### src/sv/hmt_pkg.sv
// Shared types, widths and codes for the heartbeat membership table.
`default_nettype none
package hmt_pkg;

  // Table geometry
  localparam int TABLE_ENTRIES = 64;
  localparam int IDX_W         = $clog2(TABLE_ENTRIES);
  localparam int CNT_W         = $clog2(TABLE_ENTRIES + 1);

  // Fixed result field widths
  localparam int OUT_IDX_W = 6;
  localparam int OUT_CNT_W = 7;

  typedef logic [IDX_W-1:0] idx_t;
  typedef logic [IDX_W:0]   ptr_t;
  typedef logic [CNT_W-1:0] cnt_t;

  localparam ptr_t SCAN_END = ptr_t'(TABLE_ENTRIES);
  localparam idx_t LAST_IDX = idx_t'(TABLE_ENTRIES - 1);

  // Item kinds
  localparam logic KIND_UPDATE = 1'b0;
  localparam logic KIND_TICK   = 1'b1;

  // Configuration register indexes
  localparam logic CFG_FAIL_TIMEOUT   = 1'b0;
  localparam logic CFG_REMOVE_TIMEOUT = 1'b1;

  localparam logic [15:0] FAIL_TIMEOUT_RST   = 16'd5;
  localparam logic [15:0] REMOVE_TIMEOUT_RST = 16'd20;

  localparam logic [31:0] TIME_MAX = 32'hFFFF_FFFF;

  // Result status codes
  typedef enum logic [2:0] {
    ST_REFRESHED = 3'd0,
    ST_UNCHANGED = 3'd1,
    ST_INSERTED  = 3'd2,
    ST_FULL      = 3'd3,
    ST_TICK      = 3'd4
  } status_e;

  // Input word
  typedef struct packed {
    logic        kind;
    logic [31:0] peer_id;
    logic [15:0] peer_port;
    logic [31:0] heartbeat;
  } in_t;

  // Result word
  typedef struct packed {
    status_e                status;
    logic [OUT_IDX_W-1:0]   entry_index;
    logic [OUT_CNT_W-1:0]   failed_count;
    logic [OUT_CNT_W-1:0]   removed_count;
  } out_t;

  // One slot of the payload memory
  typedef struct packed {
    logic [31:0] peer_id;
    logic [15:0] peer_port;
    logic [31:0] heartbeat;
    logic [31:0] stamp;
  } slot_t;

  // Memory access request from the sequencer
  typedef struct packed {
    logic  rd_en;
    idx_t  rd_addr;
    logic  wr_en;
    idx_t  wr_addr;
    slot_t wr_data;
  } mem_req_t;

endpackage
`default_nettype wire

### src/sv/hmt_scan.sv
// Sequencer that walks the table one slot a cycle through a shared compare unit.
`default_nettype none
module hmt_scan (
  input  wire logic              clk_i,
  input  wire logic              rst_ni,
  input  wire logic              in_valid_i,
  output logic                   in_ready_o,
  input  wire hmt_pkg::in_t      in_i,
  input  wire logic [15:0]       fail_timeout_i,
  input  wire logic [15:0]       remove_timeout_i,
  output logic                   res_valid_o,
  input  wire logic              res_ready_i,
  output hmt_pkg::out_t          res_o,
  output hmt_pkg::mem_req_t      mem_req_o,
  input  wire hmt_pkg::slot_t    mem_rdata_i
);
  import hmt_pkg::*;

  localparam logic [1:0] S_IDLE = 2'd0;
  localparam logic [1:0] S_SCAN = 2'd1;
  localparam logic [1:0] S_DONE = 2'd2;

  logic [1:0]               state_q, state_d;
  in_t                      item_q, item_d;
  logic [31:0]              time_q, time_d;
  ptr_t                     cnt_q, cnt_d;
  logic                     chk_vld_q, chk_vld_d;
  idx_t                     chk_idx_q, chk_idx_d;
  logic                     have_free_q, have_free_d;
  idx_t                     free_idx_q, free_idx_d;
  cnt_t                     nfail_q, nfail_d;
  cnt_t                     nrem_q, nrem_d;
  out_t                     res_q, res_d;
  logic [TABLE_ENTRIES-1:0] valid_q, valid_d;
  logic [TABLE_ENTRIES-1:0] failed_q, failed_d;

  logic        issue;
  logic        slot_v;
  logic        slot_f;
  logic        match;
  logic        last;
  logic [31:0] age;

  // Shared compare unit on the slot read last cycle
  assign slot_v = valid_q[chk_idx_q];
  assign slot_f = failed_q[chk_idx_q];
  assign match  = slot_v && (mem_rdata_i.peer_id == item_q.peer_id)
                  && (mem_rdata_i.peer_port == item_q.peer_port);
  assign last   = (chk_idx_q == LAST_IDX);
  assign age    = time_q - mem_rdata_i.stamp;
  assign issue  = (state_q == S_SCAN) && (cnt_q != SCAN_END);

  // Sequencer
  always_comb begin
    state_d     = state_q;
    item_d      = item_q;
    time_d      = time_q;
    cnt_d       = cnt_q;
    chk_vld_d   = 1'b0;
    chk_idx_d   = chk_idx_q;
    have_free_d = have_free_q;
    free_idx_d  = free_idx_q;
    nfail_d     = nfail_q;
    nrem_d      = nrem_q;
    res_d       = res_q;
    valid_d     = valid_q;
    failed_d    = failed_q;
    in_ready_o  = 1'b0;
    res_valid_o = 1'b0;

    mem_req_o.rd_en             = 1'b0;
    mem_req_o.rd_addr           = cnt_q[IDX_W-1:0];
    mem_req_o.wr_en             = 1'b0;
    mem_req_o.wr_addr           = chk_idx_q;
    mem_req_o.wr_data.peer_id   = item_q.peer_id;
    mem_req_o.wr_data.peer_port = item_q.peer_port;
    mem_req_o.wr_data.heartbeat = item_q.heartbeat;
    mem_req_o.wr_data.stamp     = time_q;

    case (state_q)
      S_IDLE: begin
        in_ready_o = 1'b1;
        if (in_valid_i) begin
          item_d      = in_i;
          cnt_d       = '0;
          have_free_d = 1'b0;
          free_idx_d  = '0;
          nfail_d     = '0;
          nrem_d      = '0;
          // Advance saturating time before the sweep
          if (in_i.kind == KIND_TICK && time_q != TIME_MAX) begin
            time_d = time_q + 32'd1;
          end
          state_d = S_SCAN;
        end
      end

      S_SCAN: begin
        // Issue the next slot read
        if (issue) begin
          mem_req_o.rd_en = 1'b1;
          cnt_d           = cnt_q + 1'b1;
          chk_vld_d       = 1'b1;
          chk_idx_d       = cnt_q[IDX_W-1:0];
        end
        if (chk_vld_q) begin
          if (item_q.kind == KIND_TICK) begin
            // Age out live and failed slots
            if (slot_v) begin
              if (slot_f) begin
                if (age >= {16'd0, remove_timeout_i}) begin
                  valid_d[chk_idx_q]  = 1'b0;
                  failed_d[chk_idx_q] = 1'b0;
                  nrem_d              = nrem_q + 1'b1;
                end
              end else if (age >= {16'd0, fail_timeout_i}) begin
                failed_d[chk_idx_q] = 1'b1;
                nfail_d             = nfail_q + 1'b1;
              end
            end
            if (last) begin
              res_d.status        = ST_TICK;
              res_d.entry_index   = '0;
              res_d.failed_count  = OUT_CNT_W'(nfail_d);
              res_d.removed_count = OUT_CNT_W'(nrem_d);
              state_d             = S_DONE;
            end
          end else if (match) begin
            // Refresh a live, non-failed entry with a newer heartbeat; otherwise report it unchanged
            if (!slot_f && (item_q.heartbeat > mem_rdata_i.heartbeat)) begin
              mem_req_o.wr_en = 1'b1;
              res_d.status    = ST_REFRESHED;
            end else begin
              res_d.status    = ST_UNCHANGED;
            end
            res_d.entry_index   = OUT_IDX_W'(chk_idx_q);
            res_d.failed_count  = '0;
            res_d.removed_count = '0;
            chk_vld_d           = 1'b0;
            state_d             = S_DONE;
          end else begin
            // Remember the lowest free slot
            if (!slot_v && !have_free_q) begin
              have_free_d = 1'b1;
              free_idx_d  = chk_idx_q;
            end
            if (last) begin
              res_d.failed_count  = '0;
              res_d.removed_count = '0;
              if (have_free_d) begin
                mem_req_o.wr_en      = 1'b1;
                mem_req_o.wr_addr    = free_idx_d;
                valid_d[free_idx_d]  = 1'b1;
                failed_d[free_idx_d] = 1'b0;
                res_d.status         = ST_INSERTED;
                res_d.entry_index    = OUT_IDX_W'(free_idx_d);
              end else begin
                res_d.status         = ST_FULL;
                res_d.entry_index    = '0;
              end
              state_d = S_DONE;
            end
          end
        end
      end

      S_DONE: begin
        // Hold the result until the output register takes it
        res_valid_o = 1'b1;
        if (res_ready_i) begin
          state_d = S_IDLE;
        end
      end

      default: begin
        state_d = S_IDLE;
      end
    endcase
  end

  // Control state
  always_ff @(posedge clk_i or negedge rst_ni) begin
    if (!rst_ni) begin
      state_q   <= S_IDLE;
      time_q    <= '0;
      chk_vld_q <= 1'b0;
      valid_q   <= '0;
      failed_q  <= '0;
    end else begin
      state_q   <= state_d;
      time_q    <= time_d;
      chk_vld_q <= chk_vld_d;
      valid_q   <= valid_d;
      failed_q  <= failed_d;
    end
  end

  // Working registers
  always_ff @(posedge clk_i) begin
    item_q      <= item_d;
    cnt_q       <= cnt_d;
    chk_idx_q   <= chk_idx_d;
    have_free_q <= have_free_d;
    free_idx_q  <= free_idx_d;
    nfail_q     <= nfail_d;
    nrem_q      <= nrem_d;
    res_q       <= res_d;
  end

  assign res_o = res_q;

endmodule
`default_nettype wire

### config.mk
export PLATFORM = sky130hd
export DESIGN_NAME = hmt_scan
export DESIGN_NICKNAME = d
export VERILOG_FILES = /design/src/sv/hmt_pkg.sv /design/src/sv/hmt_scan.sv
export SDC_FILE = /design/constraint.sdc
export NUM_CORES = 1
export LEC_CHECK = 0
export BUFFER_PORTS_ARGS = -buffer_cell sky130_fd_sc_hd__buf_2
export CAP_MARGIN = 30
export CORE_MARGIN = 5
export CORE_UTILIZATION = 44
export CTS_BUF_LIST = sky130_fd_sc_hd__clkbuf_8
export DETAILED_ROUTE_END_ITERATION = 10
export PLACE_DENSITY = 0.71
export SLEW_MARGIN = 20
export SYNTH_ARGS = -nofsm -noshare
export SYNTH_HDL_FRONTEND = slang
export SYNTH_SLANG_ARGS = --single-unit
### constraint.sdc
create_clock -name clk_i -period 5.55 [get_ports clk_i]
set_input_delay 1.665 -clock clk_i [delete_from_list [all_inputs] [get_ports clk_i]]
set_output_delay 1.665 -clock clk_i [all_outputs]
set_load 0.03 [all_outputs]
==> results of run 1 <==
[timing repair]
item / CTS / global route
pin swaps: 12 / 7
hold buffers: 0 / 0
resized for setup: 14 / 9
endpoints found under the setup margin: 7 / 7
hold endpoints to repair: 0 / 0
buffers inserted: 6 / 0
[area by class of cell]
cell class,count,area (um^2),area share (%)
Antenna cell,3,7.51,0.0321
Timing Repair Buffer,502,2920,12.5
Multi-Input combinational cell,1428,10000,42.8
Tap cell,592,741,3.17
Sequential cell,301,8220,35.2
Clock inverter,39,308,1.32
Inverter,106,398,1.70
Clock buffer,56,771,3.30
[metal layers]
metal  track usage [%]  wire length (um)  vias to the layer above
met5                 0                 0                        -
met4              11.1              3120                        0
met3              6.15              5970                      201
met2              41.0             30200                      943
met1              32.5             26000                     8616
li1                  -                 -                     8157
[cells in the mapped netlist, types with 14 or more instances]
cell and number:
nand2_1 230, dfrtp_1 163, a21oi_1 138, edfxtp_1 138
nor2_1 132, nand4_1 107, inv_1 105, ha_1 100
buf_4 90, xnor2_1 83, clkbuf_1 69, a221o_1 62
a22o_1 62, a21o_1 45, o21ai_0 40, nand3_1 35
and3_1 31, nand2b_1 31, mux2i_1 29, a22oi_1 26
nor3_1 26, xor2_1 21, o21a_1 19, buf_2 18
or3_1 14
[per-stage QoR]
| stage | worst slack, ns | cells | setup TNS, ns | hold WS (ns) |
|---|---|---|---|---|
| after floorplan | 0.216 | 2031 | 0 | 0.458 |
| after CTS | 0.0132 | 3020 | 0 | 0.494 |
| after detailed placement | -0.258 | 2919 | -7.80 | 0.480 |
| after global routing | -0.0859 | 3027 | -0.0859 | 0.502 |
| after global placement | -0.201 | 2919 | -2.88 | 0.477 |
| final | 0.0405 | 3027 | 0 | 0.492 |
[logic make-up after synthesis]
family | after synthesis | share of synthesized area (%)
compound gates | 478 | 17.7
xor+xnor | 104 | 4.64
fa+ha+maj | 101 | 6.47
buf+inv | 302 | 8.02
flops | 301 | 41.9
mux | 53 | 3.75
simple gates | 692 | 17.5
[final timing paths]
| check | start | endpoint |
|---|---|---|
| worst max-delay path | mem_rdata_i[41] | mem_req_o[118] |
| max in group asynchronous | rst_ni | time_q[30]$_DFFE_PN0P_ |
| min in group asynchronous | rst_ni | asynchronous set/reset pin |
| worst max register to register | time_q[0]$_DFFE_PN0P_ | register |
| worst min-delay path | valid_q[11]$_DFFE_PN0P_ | valid_q[11]$_DFFE_PN0P_ |
| worst min register to register | valid_q[11]$_DFFE_PN0P_ | valid_q[11]$_DFFE_PN0P_ |
[worst reg2reg max path: cells and delay by family, from the launching register on]
| family | cells | cell delay (ns) |
|---|---|---|
| XOR/XNOR | 1 | 0.17 |
| adder cells (fa/ha/maj) | 2 | 0.51 |
| buffers and inverters | 3 | 0.46 |
| flip-flops | 1 | 0.41 |
| AND/OR/NAND/NOR | 6 | 0.80 |
| AO/OA/AOI/OAI | 9 | 1.97 |
[where the power goes]
group / switching (uW) / internal (uW)
clock network: 980 / 1170
registers: 319 / 2710
logic: 2460 / 1180
==> impl_metrics.env, run 1 <==
export IMPL_worst_path_largest_cell_delay_ns=0.28
export IMPL_worst_path_buf_inv=3
export IMPL_drt_first_pass_iters=7
export IMPL_grt_max_degree=83
export IMPL_synth_ff_type="dfrtp_1"
export IMPL_total_power_uw=8820
export IMPL_async_flop_share_pct=54.2
export IMPL_antenna_found_initial=3
export IMPL_maxSlewHeadroom_pct=28.2
export IMPL_mappedNetlistNets=2361
export IMPL_detail_route_antenna_nets=0
export IMPL_grt_setup_unrepaired="yes"
export IMPL_area_growth_pct=19.0
export IMPL_fp_dieH_um=221
export IMPL_nNetsFinal=2721
export IMPL_routabilityCongestion=0.971
export IMPL_cts_buffers=52
export IMPL_htreeDepth=2
export IMPL_crit_cells=14
export IMPL_cp_end_kind="primary output"
export IMPL_crit_fanout=2
export IMPL_wirelength_um=65300
export IMPL_dp_hpwl_um=47700
export IMPL_synth_area_leader_cell="edfxtp_1"
export IMPL_critical_path_slowest_cell="a221oi_2"
export IMPL_syn_area_per_cell_um2=9.67
export IMPL_synth_seq_area_share_pct=41.9
export IMPL_powerDensity_nw_per_um2=377
export IMPL_r2r_setup_slack_ns=1.08
export IMPL_report_final_hold_viol_count=0
export IMPL_fin_area_um2=23400
export IMPL_hold_depth=1
export IMPL_fp_dieW_um=221
export IMPL_total_leakage_power_uw=0.0106
export IMPL_syn_area_um2=19600
export IMPL_core_um2=44200
export IMPL_initial_core_util_pct=44.4
export IMPL_final_util_pct=52.9
export IMPL_layout_common_cells="377 x buf_2, 230 x nand2_1, 163 x dfrtp_1"
export IMPL_clock_path_buffers=3
export IMPL_dpl_cell_area_um2=22100
export IMPL_tightest_slew_ns=1.07
export IMPL_crit_arrival_ns=3.84
export IMPL_nFillCells=3965
export IMPL_maxCapViolCount=0
export IMPL_cts_num_sinks=301
export IMPL_synth_seq_cells=301
export IMPL_layout_commonest_cell="buf_2"
export IMPL_drv_slew=0
export IMPL_grt_pass1_wl_um=100000
export IMPL_yosysWarnings=0
export IMPL_cts_root_buf="clkbuf_8"
export IMPL_yosys_top_cells_area="edfxtp_1 21%, dfrtp_1 21%, ha_1 6.4%"
export IMPL_cts_tree="built"
export IMPL_num_io_pins=380
export IMPL_synthCells=2031
export IMPL_cp_start_kind="primary input"
export IMPL_ir_drop_mv=0.375
export IMPL_path_clk_slew_ns=0.05
export IMPL_rows=77
export IMPL_wire_per_inst_um=21.6
export IMPL_clk_latency_ns=0.66
export IMPL_layout_min_cycle_time_ns=5.51
export IMPL_synth_edf_count=138
export IMPL_fmax_mhz=182
export IMPL_path_cells="buf_2 -> inv_2 -> ha_4 -> a21o_1 -> a21o_1 -> a21o_1 -> a21o_1 -> a21o_1 -> a21o_1 -> a221oi_2 -> o21ai_2 -> a21oi_2 -> a2111oi_2 -> buf_4"
export IMPL_gr_total_overflow=0
export IMPL_cpMostUsedCell="a21o_1"
export IMPL_setup_viol=0
export IMPL_drc=0
export IMPL_fin_crit_sh_pct=99.3
export IMPL_vias=17900
export IMPL_crit_type="in2out"
export IMPL_drtIter0Drc=1917
export IMPL_crit_required_ns=3.88
export IMPL_drive_gt1_share_pct=26.6
export IMPL_portBuffers=379
export IMPL_status="complete, no violations"
export IMPL_grt_pass1_vias=17800
export IMPL_hold_class="reg2reg"
export IMPL_synth_top_cell_area_share_pct=21.1
export IMPL_rr_worst_depth=21
export IMPL_skew_ns=0.0714
export IMPL_via_per_inst=5.92
export IMPL_dieArea_um2=49000
export IMPL_ys_types=86
export IMPL_critPathTopFamily="compound AO/OA/AOI/OAI gates"
export IMPL_grt_usage_pct=25.3
No activity file was read; power rests on OpenSTA's default activity.
==> run 2: changes to the inputs <==
--- a/config.mk
+++ b/config.mk
@@ -5,13 +5,14 @@
 export SDC_FILE = /design/constraint.sdc
 export NUM_CORES = 1
 export LEC_CHECK = 0
+export ABC_AREA = 1
 export BUFFER_PORTS_ARGS = -buffer_cell sky130_fd_sc_hd__buf_2
 export CAP_MARGIN = 30
 export CORE_MARGIN = 5
 export CORE_UTILIZATION = 44
 export CTS_BUF_LIST = sky130_fd_sc_hd__clkbuf_8
 export DETAILED_ROUTE_END_ITERATION = 10
-export PLACE_DENSITY = 0.71
+export PLACE_DENSITY = 0.7
 export SLEW_MARGIN = 20
 export SYNTH_ARGS = -nofsm -noshare
 export SYNTH_HDL_FRONTEND = slang
==> run 2 against run 1 <==
  * Synthesized cell count increased by 56%
  * First-iteration DRC count is 5.2% higher
  * Global-route usage shrank 0.53 points
  * Largest power group unchanged
  * Highest routed layer unchanged
==> impl_metrics.env, run 2 <==
export IMPL_status="complete, no violations"
export IMPL_cts_buffers=55
export IMPL_syn_area_per_cell_um2=6.93
export IMPL_core_um2=49900
export IMPL_grt_pass1_wl_um=108000
export IMPL_synthCells=3176
export IMPL_gr_total_overflow=0
export IMPL_crit_required_ns=3.88
export IMPL_worst_path_buf_inv=4
export IMPL_grt_busiest_layer="met2"
export IMPL_nNetsFinal=3807
export IMPL_ys_types=49
export IMPL_cpMostUsedCell="nor2_1"
export IMPL_cp_end_kind="primary output"
export IMPL_switching_power_uw=5200
export IMPL_dp_hpwl_um=51200
export IMPL_mappedNetlistNets=3506
export IMPL_cts_num_sinks=301
export IMPL_clock_path_buffers=3
export IMPL_total_leakage_power_uw=0.0129
export IMPL_async_flop_share_pct=54.2
export IMPL_rows=82
export IMPL_yosysWarnings=0
export IMPL_maxCapViolCount=0
export IMPL_drt_first_pass_iters=6
export IMPL_via_per_inst=5.00
export IMPL_grt_max_degree=200
export IMPL_dieArea_um2=54600
export IMPL_crit_arrival_ns=3.73
export IMPL_hold_class="reg2reg"
export IMPL_initial_core_util_pct=44.1
export IMPL_layout_min_cycle_time_ns=5.39
export IMPL_synth_seq_area_share_pct=37.4
export IMPL_ir_drop_mv=0.323
export IMPL_report_final_hold_viol_count=0
export IMPL_synth_common_cells="1116 x nand2_1, 492 x inv_1, 301 x nor2_1"
export IMPL_vias=21000
export IMPL_power_switching_share_pct=47.9
export IMPL_drive_gt1_share_pct=15.4
export IMPL_drv_slew=0
export IMPL_globalRouteMet3Util_pct=3.25
export IMPL_powerDensity_nw_per_um2=433
export IMPL_synth_seq_cells=301
export IMPL_grt_use_met2_pct=39.9
export IMPL_drtIter0Drc=2016
export IMPL_layout_common_cells="1116 x nand2_1, 515 x inv_1, 378 x buf_2"
export IMPL_wire_per_inst_um=16.5
export IMPL_fmax_mhz=185
export IMPL_synth_edf_count=138
export IMPL_cp_start_kind="primary input"
export IMPL_combPwrFrac_pct=48.0
export IMPL_fin_setup_tns_ns=0
export IMPL_fin_cells=4197
export IMPL_tightest_slew_ns=0.913
export IMPL_clk_latency_ns=0.66
export IMPL_cts_tree="built"
export IMPL_path_cells="buf_2 -> or2_2 -> a21oi_1 -> inv_1 -> nor2_1 -> nand3_1 -> nor2_1 -> nand2_1 -> nor2_4 -> nor2_1 -> buf_4 -> a21oi_1 -> buf_2"
export IMPL_critical_path_slowest_cell="or2_2"
export IMPL_synth_top_cell_area_share_pct=19.0
export IMPL_critPathTopFamily="simple AND/OR/NAND/NOR gates"
export IMPL_path_clk_slew_ns=0.06
export IMPL_grt_pass1_vias=19900
export IMPL_crit_fanout=6
export IMPL_antenna_found_initial=4
export IMPL_crit_type="in2out"
export IMPL_num_io_pins=380
export IMPL_syn_area_um2=22000
export IMPL_yosys_top_cells_area="nand2_1 19%, edfxtp_1 19%, dfrtp_1 19%"
export IMPL_area_growth_pct=13.9
export IMPL_grt_usage_pct=24.8
export IMPL_grtUsageMet1_pct=34.7
export IMPL_skew_ns=0.0380
export IMPL_portBuffers=379
export IMPL_synth_ff_type="dfrtp_1"
export IMPL_setup_viol=0
export IMPL_maxSlewHeadroom_pct=39.1
export IMPL_layout_commonest_cell="nand2_1"
export IMPL_p_int_uw=5660
export IMPL_cts_root_buf="clkbuf_8"
export IMPL_clockPowerShare_pct=19.8
export IMPL_htreeDepth=2
export IMPL_register_area_um2=8220
export IMPL_nFillCells=5006
export IMPL_fp_dieW_um=234
export IMPL_worst_path_largest_cell_delay_ns=0.26
export IMPL_wirelength_um=69100
export IMPL_dp_cells=4092
export IMPL_grt_setup_unrepaired="no"
export IMPL_detail_route_antenna_nets=0
export IMPL_multi_input_area_um2=10800
export IMPL_routabilityCongestion=0.938
export IMPL_synthMostInstantiatedCell="nand2_1"
export IMPL_synth_area_leader_cell="nand2_1"
export IMPL_drc=0
export IMPL_seqPwrFrac_pct=32.1
export IMPL_fin_crit_sh_pct=97.2
export IMPL_fp_dieH_um=234
-- run 2: cell count changes after synthesis, moves of 78 or more --
| cell | delta |
|---|---|
| a21oi_1 | -78 |
| inv_1 | +387 |
| nand2_1 | +886 |
| nand3_1 | +96 |
| nand4_1 | -78 |
| nor2_1 | +169 |
| o21ai_0 | +109 |
-- run 2: stage by stage --
step                total power, uW  cell area [um^2]  worst slack (ns)  utilization [%]  hold slack (ns)
finish                        10900             25100             0.157             50.3            0.451
global route                  11600             25100            0.0233             50.3            0.467
CTS                           10900             25100             0.148             50.2            0.450
detailed placement             8660             24000             0.136             48.0            0.455
global placement               8620             24000             0.179             48.0            0.452
floorplan                      7190             22000             0.607                -            0.424
-- run 2: worst register-to-register path, delay by kind of cell (launching register included) --
kind	cells	cell delay (ns)
and+or+nand+nor	13	1.58
AOI/OAI and AO/OA	5	0.76
buffers and inverters	3	0.27
DFF	1	0.43
adders and majority gates	2	0.73
xor gates and xnor gates	1	0.29
-- run 2: cell type report --
type	count	area share, %
multi-input cells	2204	42.9
flip-flops and latches	301	32.8
repair buffers	416	9.05
inverters	499	7.49
clock buffers	67	3.68
well taps	672	3.35
clock inverters	35	0.724
diodes	3	0.0299
-- run 2: cells by family after synthesis --
family                     count (synthesis)  synth area share [%]
DFF                                      301                  37.4
xor gates and xnor gates                  92                  3.66
and+or+nand+nor                         1664                  30.7
buffers and inverters                    671                  13.9
adders and majority gates                101                  5.78
AOI/OAI and AO/OA                        347                  8.60
-- run 2: repair_timing --
item	4_1_cts	5_1_grt
hold buffers	0	0
endpoints found under the setup margin	0	4
setup buffers	0	0
endpoints found under the hold margin	0	0
resized for setup	0	2
-- run 2: path summary, 6_finish.rpt --
check / start / end / slack (ns) / cells past startpoint
setup / recovery: mem_rdata_i[101] / mem_req_o[117] / 0.16 / 13
hold / removal: chk_vld_q$_DFF_PN0_ / state_q[0]$_DFFE_PN0P_ / 0.45 / 1
setup reg to reg: time_q[2]$_DFFE_PN0P_ / valid_q[40]$_DFFE_PN0P_ / 1.38 / 24
hold reg to reg: chk_vld_q$_DFF_PN0_ / state_q[0]$_DFFE_PN0P_ / 0.45 / 1
max in group asynchronous: rst_ni / time_q[5]$_DFFE_PN0P_ / 3.43 / 2
min in group asynchronous: rst_ni / valid_q[5]$_DFFE_PN0P_ / 1.07 / 1
-- run 2: power groups by stage --
stage / Combinational, uW / Clock, uW / Sequential, uW
2_1_floorplan: 3770 / 0 / 3410
3_3_place_gp: 5110 / 0 / 3500
3_5_place_dp: 5150 / 0 / 3510
4_1_cts: 5180 / 2200 / 3480
5_1_grt: 5760 / 2310 / 3550
6_report: 5220 / 2150 / 3490
-- run 2: per-layer routing --
layer / share of wire [%] / vias up
li1: - / 10500
met1: 45 / 9559
met2: 45 / 799
met3: 7.2 / 125
met4: 3.0 / 0
met5: 0 / -
